--- src/rtl/pmse_pkg.sv ---
`timescale 1ns / 1ps
// ----------------------------------------------------------------------------
// pmse_pkg
// Shared widths, register codes, fix-up state type and saturating helpers
// for the periodic maintenance schedule evaluator.
// ----------------------------------------------------------------------------
package pmse_pkg;

	localparam int TIME_W = 32;
	localparam int INC_W  = TIME_W + 1;
	localparam int LAT_W  = (TIME_W > 32) ? TIME_W : 32;
	localparam int PROD_W = INC_W + 16;
	localparam int CNT_W  = $clog2(TIME_W);

	localparam logic [TIME_W-1:0] TIME_MAX = '1;
	localparam logic [31:0]       OUT_MAX  = 32'hFFFF_FFFF;

	localparam logic [15:0] PERIOD_RST = 16'd100;
	localparam logic [15:0] MAINT_RST  = 16'd0;

	localparam logic CFG_PERIOD = 1'b0;
	localparam logic CFG_MAINT  = 1'b1;

	typedef enum logic [1:0] {
		FX_IDLE,
		FX_DIV,
		FX_MUL,
		FX_READY
	} fx_state_t;

	typedef struct packed {
		logic              ready;
		logic [TIME_W-1:0] inc_b;
		logic [TIME_W-1:0] inc_t;
	} pmse_fx_t;

	function automatic logic [TIME_W-1:0] sat_add(input logic [TIME_W-1:0] a,
			input logic [INC_W-1:0] b);
		logic [INC_W:0] s;
		s = {2'b00, a} + {1'b0, b};
		return (s > (INC_W + 1)'(TIME_MAX)) ? TIME_MAX : s[TIME_W-1:0];
	endfunction

	// task would cross the boundary badly: wait for the next period
	function automatic logic must_defer(input logic [TIME_W-1:0] t,
			input logic [TIME_W-1:0] b, input logic [15:0] len,
			input logic [15:0] tv, input logic [15:0] p);
		logic [TIME_W-1:0] fin;
		logic [TIME_W-1:0] nxt;
		logic [TIME_W-1:0] fin_m;
		fin   = sat_add(t, INC_W'(len));
		nxt   = sat_add(b, INC_W'(tv));
		fin_m = sat_add(fin, INC_W'(p));
		return (fin >= nxt) || ((fin >= b) && (fin_m > nxt));
	endfunction

	function automatic logic [31:0] out_sat(input logic [TIME_W-1:0] v);
		logic [LAT_W-1:0] w;
		w = LAT_W'(v);
		return (w > LAT_W'(OUT_MAX)) ? OUT_MAX : w[31:0];
	endfunction

endpackage

--- src/rtl/pmse_fixup.sv ---
`timescale 1ns / 1ps
// ----------------------------------------------------------------------------
// pmse_fixup
// Multi-cycle catch-up unit: divides the overrun past the boundary by the
// usable period length, then forms the saturated boundary and time steps.
// ----------------------------------------------------------------------------
module pmse_fixup
	import pmse_pkg::*;
(
	input  logic              clk,
	input  logic              arst_n,
	input  logic              need,
	input  logic              flush,
	input  logic [TIME_W-1:0] dividend,
	input  logic [15:0]       divisor,
	input  logic [15:0]       tv,
	input  logic [15:0]       p,
	output pmse_fx_t          fx
);

	localparam logic [CNT_W-1:0] CNT_LAST = CNT_W'(TIME_W - 1);

	fx_state_t st_q;
	fx_state_t st_nxt;

	logic              load;
	logic              step;
	logic              mul;
	logic              fx_ready;
	logic [CNT_W-1:0]  cnt_q;
	logic [15:0]       rem_q;
	logic [TIME_W-1:0] quo_q;
	logic [15:0]       dvs_q;
	logic [15:0]       tv_q;
	logic [15:0]       p_q;
	logic [TIME_W-1:0] inc_b_q;
	logic [TIME_W-1:0] inc_t_q;

	logic [16:0]       trial;
	logic              trial_ge;
	logic [16:0]       trial_sub;
	logic [INC_W-1:0]  n_slots;
	logic [PROD_W-1:0] prod_b;
	logic [PROD_W-1:0] prod_t;

	always_comb begin
		st_nxt = st_q;
		case (st_q)
			FX_IDLE: begin
				if (need)
					st_nxt = FX_DIV;
			end
			FX_DIV: begin
				if (cnt_q == CNT_LAST)
					st_nxt = FX_MUL;
			end
			FX_MUL: begin
				st_nxt = FX_READY;
			end
			FX_READY: begin
				st_nxt = FX_READY;
			end
			default: begin
				st_nxt = FX_IDLE;
			end
		endcase
		if (flush)
			st_nxt = FX_IDLE;
	end

	always_comb begin
		load     = 1'b0;
		step     = 1'b0;
		mul      = 1'b0;
		fx_ready = 1'b0;
		case (st_q)
			FX_IDLE:  load     = need && !flush;
			FX_DIV:   step     = 1'b1;
			FX_MUL:   mul      = 1'b1;
			FX_READY: fx_ready = 1'b1;
			default:  load     = 1'b0;
		endcase
	end

	assign fx = '{ready: fx_ready, inc_b: inc_b_q, inc_t: inc_t_q};

	// restoring division, one quotient bit per cycle
	assign trial     = {rem_q, quo_q[TIME_W-1]};
	assign trial_ge  = trial >= {1'b0, dvs_q};
	assign trial_sub = trial - {1'b0, dvs_q};

	assign n_slots = INC_W'(quo_q) + INC_W'(1);
	assign prod_b  = PROD_W'(n_slots) * PROD_W'(tv_q);
	assign prod_t  = PROD_W'(n_slots) * PROD_W'(p_q);

	always_ff @(posedge clk or negedge arst_n) begin
		if (!arst_n)
			st_q <= FX_IDLE;
		else
			st_q <= st_nxt;
	end

	always_ff @(posedge clk) begin
		if (load) begin
			cnt_q <= '0;
			rem_q <= '0;
			quo_q <= dividend;
			dvs_q <= divisor;
			tv_q  <= tv;
			p_q   <= p;
		end else if (step) begin
			cnt_q <= cnt_q + CNT_W'(1);
			rem_q <= trial_ge ? trial_sub[15:0] : trial[15:0];
			quo_q <= {quo_q[TIME_W-2:0], trial_ge};
		end
		if (mul) begin
			inc_b_q <= (prod_b > PROD_W'(TIME_MAX)) ? TIME_MAX : prod_b[TIME_W-1:0];
			inc_t_q <= (prod_t > PROD_W'(TIME_MAX)) ? TIME_MAX : prod_t[TIME_W-1:0];
		end
	end

endmodule

--- src/rtl/periodic_maintenance_schedule_eval_top.sv ---
`timescale 1ns / 1ps
// ----------------------------------------------------------------------------
// periodic_maintenance_schedule_eval_top
// Evaluates one task order on a machine with a maintenance slot at the
// start of every period; gives makespan and total tardiness per order.
// ----------------------------------------------------------------------------
// One task beat is taken per cycle while in_stall is low, and a result beat (on
// the last task of an order, or on a task that can never fit) passes through the
// stage 1 register and then the result register. The schedule state is updated by
// a single pass of adds and compares, so back-to-back tasks flow without bubbles.
// The input stalls when a result beat is held back by out_stall, and also when the
// period or maintenance length is rewritten in the middle of an order, leaving the
// machine two or more usable periods (period minus maintenance) past its boundary;
// it then waits for the 32-bit restoring divider and a multiply step before the
// next task is taken. There is no clearing pass after reset.

module periodic_maintenance_schedule_eval_top
	import pmse_pkg::*;
(
	input  logic        clk,
	input  logic        arst_n,
	input  logic        cfg_write,
	input  logic        cfg_index,
	input  logic [15:0] cfg_data,
	input  logic        in_valid,
	output logic        in_stall,
	input  logic [15:0] task_length,
	input  logic [31:0] task_deadline,
	input  logic        last_task,
	output logic        out_valid,
	input  logic        out_stall,
	output logic [31:0] makespan,
	output logic [31:0] total_tardiness,
	output logic        unschedulable
);

	logic [15:0]       period_q;
	logic [15:0]       maint_q;
	logic [TIME_W-1:0] time_q;
	logic [TIME_W-1:0] bnd_q;
	logic              skip_q;
	logic [TIME_W-1:0] sum_q;

	logic              valid_s1;
	logic              fail_s1;
	logic              last_s1;
	logic [TIME_W-1:0] time_s1;
	logic [31:0]       dl_s1;

	logic              out_valid_q;
	logic [31:0]       makespan_q;
	logic [31:0]       tard_q;
	logic              unsch_q;

	logic [15:0]       tv;
	logic              pt_bad;
	logic [15:0]       tp;
	logic              ge;
	logic [TIME_W-1:0] diff;
	logic              q_one;
	logic              need_fx;
	logic [INC_W-1:0]  inc_b;
	logic [INC_W-1:0]  inc_t;
	logic [TIME_W-1:0] b1;
	logic [TIME_W-1:0] t1;
	logic              ok1;
	logic              def1;
	logic [TIME_W-1:0] b2;
	logic [TIME_W-1:0] t2;
	logic              ok2;
	logic              ok;
	logic [TIME_W-1:0] t_sel;
	logic [TIME_W-1:0] b_sel;
	logic [TIME_W-1:0] t_end;

	logic              fx_wait;
	logic              flush;
	logic              in_acc;
	logic              emit_s1;
	logic              out_free;
	logic              adv_s1;
	pmse_fx_t          fx;

	logic              late;
	logic [LAT_W-1:0]  lat_full;
	logic [TIME_W-1:0] sum_new;

	// configuration
	always_ff @(posedge clk or negedge arst_n) begin
		if (!arst_n) begin
			period_q <= PERIOD_RST;
			maint_q  <= MAINT_RST;
		end else if (cfg_write) begin
			case (cfg_index)
				CFG_PERIOD: period_q <= cfg_data;
				CFG_MAINT:  maint_q  <= cfg_data;
				default:    period_q <= period_q;
			endcase
		end
	end

	// pending maintenance and fit test
	assign tv     = (period_q == 16'd0) ? 16'd1 : period_q;
	assign pt_bad = maint_q >= tv;
	assign tp     = tv - maint_q;
	assign ge     = time_q >= bnd_q;
	assign diff   = time_q - bnd_q;
	assign q_one  = INC_W'(diff) >= INC_W'(tp);

	// more than one slot behind only happens after a mid-order rewrite
	assign need_fx = !skip_q && ge && !pt_bad && (INC_W'(diff) >= INC_W'({tp, 1'b0}));

	always_comb begin
		if (need_fx) begin
			inc_b = INC_W'(fx.inc_b);
			inc_t = INC_W'(fx.inc_t);
		end else if (q_one) begin
			inc_b = INC_W'({tv, 1'b0});
			inc_t = INC_W'({maint_q, 1'b0});
		end else begin
			inc_b = INC_W'(tv);
			inc_t = INC_W'(maint_q);
		end
	end

	assign b1   = ge ? sat_add(bnd_q, inc_b) : bnd_q;
	assign t1   = ge ? sat_add(time_q, inc_t) : time_q;
	assign ok1  = !ge || (!pt_bad && (t1 < b1));
	assign def1 = must_defer(t1, b1, task_length, tv, maint_q);

	// deferred: jump to the boundary, take exactly one maintenance slot
	assign b2  = sat_add(b1, INC_W'(tv));
	assign t2  = sat_add(b1, INC_W'(maint_q));
	assign ok2 = !pt_bad && (t2 < b2) && !must_defer(t2, b2, task_length, tv, maint_q);
	assign ok  = ok1 && (!def1 || ok2);

	assign t_sel = def1 ? t2 : t1;
	assign b_sel = def1 ? b2 : b1;
	assign t_end = sat_add(t_sel, INC_W'(task_length));

	// handshake
	assign emit_s1  = fail_s1 || last_s1;
	assign out_free = !out_valid_q || !out_stall;
	assign adv_s1   = valid_s1 && (!emit_s1 || out_free);
	assign fx_wait  = need_fx && !fx.ready;
	assign in_stall = (valid_s1 && !adv_s1) || fx_wait;
	assign in_acc   = in_valid && !in_stall;
	assign flush    = cfg_write || in_acc;

	pmse_fixup u_fixup (
		.clk      (clk),
		.arst_n   (arst_n),
		.need     (need_fx),
		.flush    (flush),
		.dividend (diff),
		.divisor  (tp),
		.tv       (tv),
		.p        (maint_q),
		.fx       (fx)
	);

	// run state
	always_ff @(posedge clk or negedge arst_n) begin
		if (!arst_n) begin
			time_q <= '0;
			bnd_q  <= '0;
			skip_q <= 1'b0;
		end else if (in_acc) begin
			if (skip_q) begin
				skip_q <= !last_task;
			end else if (!ok) begin
				time_q <= '0;
				bnd_q  <= '0;
				skip_q <= !last_task;
			end else if (last_task) begin
				time_q <= '0;
				bnd_q  <= '0;
			end else begin
				time_q <= t_end;
				bnd_q  <= b_sel;
			end
		end
	end

	// stage 1 register
	always_ff @(posedge clk or negedge arst_n) begin
		if (!arst_n)
			valid_s1 <= 1'b0;
		else if (in_acc && !skip_q)
			valid_s1 <= 1'b1;
		else if (adv_s1)
			valid_s1 <= 1'b0;
	end

	always_ff @(posedge clk) begin
		if (in_acc && !skip_q) begin
			fail_s1 <= !ok;
			last_s1 <= last_task;
			time_s1 <= t_end;
			dl_s1   <= task_deadline;
		end
	end

	// tardiness
	assign late     = LAT_W'(time_s1) > LAT_W'(dl_s1);
	assign lat_full = LAT_W'(time_s1) - LAT_W'(dl_s1);
	assign sum_new  = late ? sat_add(sum_q, INC_W'(lat_full[TIME_W-1:0])) : sum_q;

	always_ff @(posedge clk or negedge arst_n) begin
		if (!arst_n)
			sum_q <= '0;
		else if (adv_s1)
			sum_q <= emit_s1 ? '0 : sum_new;
	end

	// result register
	always_ff @(posedge clk or negedge arst_n) begin
		if (!arst_n)
			out_valid_q <= 1'b0;
		else if (adv_s1 && emit_s1)
			out_valid_q <= 1'b1;
		else if (!out_stall)
			out_valid_q <= 1'b0;
	end

	always_ff @(posedge clk) begin
		if (adv_s1 && emit_s1) begin
			makespan_q <= fail_s1 ? 32'd0 : out_sat(time_s1);
			tard_q     <= fail_s1 ? 32'd0 : out_sat(sum_new);
			unsch_q    <= fail_s1;
		end
	end

	assign out_valid       = out_valid_q;
	assign makespan        = makespan_q;
	assign total_tardiness = tard_q;
	assign unschedulable   = unsch_q;

endmodule

--- config.mk ---
export PLATFORM = sky130hd
export DESIGN_NAME = periodic_maintenance_schedule_eval_top
export DESIGN_NICKNAME = d
export VERILOG_FILES = /design/src/rtl/pmse_pkg.sv /design/src/rtl/pmse_fixup.sv /design/src/rtl/periodic_maintenance_schedule_eval_top.sv
export SDC_FILE = /design/constraint.sdc
export NUM_CORES = 2
export LEC_CHECK = 0
export BUFFER_PORTS_ARGS = -buffer_cell sky130_fd_sc_hd__buf_2
export CAP_MARGIN = 0
export CORE_MARGIN = 3
export CORE_UTILIZATION = 59
export DETAILED_ROUTE_END_ITERATION = 10
export PLACE_DENSITY = 0.8
export SYNTH_ARGS = -nofsm -noshare
export SYNTH_HDL_FRONTEND = slang
export SYNTH_SLANG_ARGS = --single-unit
--- constraint.sdc ---
create_clock -name clk -period 22.3 [get_ports clk]
set_input_delay 0 -clock clk [delete_from_list [all_inputs] [get_ports clk]]
set_output_delay 0 -clock clk [all_outputs]
set_load 0.01 [all_outputs]
==> qor.txt <==
Headroom to the max-slew limit: 0.1819
Vias/cell: 6.368
RD Place Congestion: 1.107
Port Buf Inserts: 137
Final period util: 0.9526
Routed WL: 272,400 µm
Synth Warn #: 0
DRC Markers: 0
Fmax: 47.07 MHz
Synth Area in Adders: 0.3689
Critical Path Most Common Cell: a21oi_1
Async set-or-reset flop fraction in the synthesized netlist: 0.3100
Final setup viols: 0
FP Rows: 131
Final Hold Viols: 0
Pre-antenna DRT Iters: 10
Met3 GRT Util: 0.09227
Sequential share of the synthesized area: 0.1567
Worst endpoint required time: 22.84 ns
Syn Area/Cell: 8.543 µm²
CTS Buf Count: 50
Data arrival time of the critical path: 21.79 ns
Final #Nets: 10,870
Post-Syn Area: 0.07664 mm²
CP Class: reg -> reg
Utilization after layout: 0.6426
Initial Utilization: 0.5972
Largest net degree at the start of global routing: 91
Total negative setup slack: 0 ns
Unrepaired setup endpoints after global routing: false
Deepest clock path buffer count: 3
Share of layout cells above drive strength 1: 0.07433
Total global routing overflow: 0
Placed cells: 10,680
Area leader, netlist: fa_1
XOR/XNOR Fraction of Synth Area: 0.04605
Number of global-route vias before repair: 69,880
Most common cell in the netlist: inv_1
Synth Area in Compound Gates: 0.1480
Area contributors post-synth: fa_1 23%, ha_1 14%, edfxtp_1 11%
Synth cell types: 119
Clock slew at reported path FFs: 0.07 ns
CTS tree: built
Hold Path Class: in -> reg
Clk_lat worst skew: 0.66 ns
Post-synth top area share: 0.2296
Clock tree sinks: 429
Synthesized instance count: 8,971
Routed wire length per instance: 25.13 µm
Tmin final: 21.24 ns
Register bit total from synthesis: 429
Syn_nets: 10,770
First-pass GRT wire length: 418,000 µm
Area Growth Syn to Fin: 7.603%
Final hold slack: 0.04526 ns
DP HPWL: 212,100 µm
Vias post-DR: 69,030
Core area: 0.1283 mm²
Overall Global Routing Usage: 0.4034
Top_reg_cell synth: edfxtp_1
Initial DRC count: 7,645
Initial antenna violation count: 6
Met2 GRT Util: 0.6204
Post-synth EDFFs: 275
Slowest CP cell: dfstp_4
Main combinational cell family by area after synthesis: adder cells
Crit-path max FO: 33
Status: completed
Critical path endpoint category: flop
Commonest cells post-synth: 1,232 x inv_1, 1,159 x nand2_1, 879 x fa_1
Clk root buf: clkbuf_16
Worst R2R Setup Slack: 1.06 ns
Mux cell area share after synthesis: 0.01992
Simple-Gate Fraction of Synth Area: 0.1811
CP peak stage delay: 0.55 ns
Clk_skew: 0.05393 ns
Die Wd: 366.4 µm
H-tree depth: 2
Max cap viols: 0
Least-Margin Pin Slew: 1.225 ns
Die Ht: 366.4 µm
Slew Viols, Final: 0
ANT nets after route: 0
Startpoint types: flop
Finished Layout Cells: 10,840
Gr busiest metal: met2
Global routing usage on met1: 0.5220
Ports: 138
Die area: 0.1343 mm²
worst paths after layout:
kind,depth (start not counted),startpoint,end
worst min register to register,2,u_fixup.cnt_q[4]$_SDFFE_PP0P_,u_fixup.cnt_q[4]$_SDFFE_PP0P_
min in group asynchronous,3,arst_n,bnd_q[16]$_DFFE_PN0P_
worst min-delay path,2,task_deadline[8],dl_s1[8]$_DFFE_PP_
worst max register to register,100,period_q[5]$_DFFE_PN1P_,time_q[19]$_DFFE_PN0P_
max in group asynchronous,4,arst_n,period_q[14]$_DFFE_PN0P_
worst max-delay path,100,period_q[5]$_DFFE_PN1P_,time_q[19]$_DFFE_PN0P_
cell families after synthesis:
family,Yosys count
multiplexers,143
buffers and inverters,1601
XOR/XNOR,403
flip-flops,429
AND/OR/NAND/NOR,2900
adder cells (fa/ha/maj),1733
AO/OA/AOI/OAI,1762
sequential cells by signal, indices dropped and copies added, names as in the netlist, 32 cells and up:
register and cells:
dl_s1 32, u_fixup.inc_t_q 32, total_tardiness 32, sum_q 32, bnd_q 32, u_fixup.quo_q 32, time_s1 32, makespan 32
time_q 32, u_fixup.inc_b_q 32
cell type report:
type                       count  area (µm²)
multi-input combinational   6943       59010
fill                       10680       45870
sequential                   429       12010
inverter                    1234        4633
timing repair buffer         409        2954
tap                         1729        2163
clock buffer                  69        1374
clock inverter                24       316.6
antenna                        3       7.507
cells in the final DEF, fill, tap and decap left out, types with 20 or more instances in the layout:
master	Yosys	routed
clkbuf_16	0	51
ha_1	849	849
a211oi_1	57	56
nor3_1	133	132
o21bai_1	59	59
o21ai_0	313	307
nor2_1	512	509
or3_1	37	36
mux2i_1	67	64
o21ai_1	31	34
a31oi_1	54	53
buf_2	20	136
dlygate4sd3_1	0	56
buf_4	9	208
nand2b_1	129	127
a21boi_0	26	26
fa_1	879	879
and3_1	60	59
dfxtp_1	21	21
and2_1	358	358
nand4_1	86	86
or2_2	34	34
a22o_1	36	36
nor4_1	27	25
a21o_1	225	225
o31ai_1	30	29
o22ai_1	59	59
nand2_1	1159	1157
xnor2_1	279	259
nor2b_1	142	141
inv_1	1232	1232
o21a_1	51	51
xnor2_2	0	20
dfrtp_1	130	130
xor2_1	124	114
nand3_1	141	140
edfxtp_1	275	275
a21oi_1	551	550
o211ai_1	44	44
mux2_2	76	76
per-layer routing:
layer | share of wire | wire [µm]
met2 | 0.43 | 118400
met3 | 0.11 | 30370
met1 | 0.38 | 103500
met4 | 0.074 | 20100
met5 | 0.000062 | 17
stage by stage:
stage	setup WS, ns	area, µm²
final	1.056	82470
after global routing	0.02117	82460
after CTS	0.07319	82300
after detailed placement	0.2160	80030
after global placement	0.2469	80030
after floorplan	0.3632	76640
repair_timing:
action / CTS / global route
endpoints found under the setup margin: 0 / 98
hold buffers: 57 / 0
hold endpoints to repair: 153 / 0
gates resized for setup: 0 / 34
buffers inserted: 0 / 2
critical path: cells and delay by family (launching register included):
family | cells | cell delay [ns]
adders and majority gates | 13 | 4.24
xor gates and xnor gates | 1 | 0.20
muxes | 1 | 0.50
buffers and inverters | 13 | 2.65
and+or+nand+nor | 27 | 4.74
DFF | 1 | 0.55
AOI/OAI and AO/OA | 45 | 8.16
Power is not shown: default switching activity piles up to over one toggle a cycle in this logic, so the estimate is an artifact.
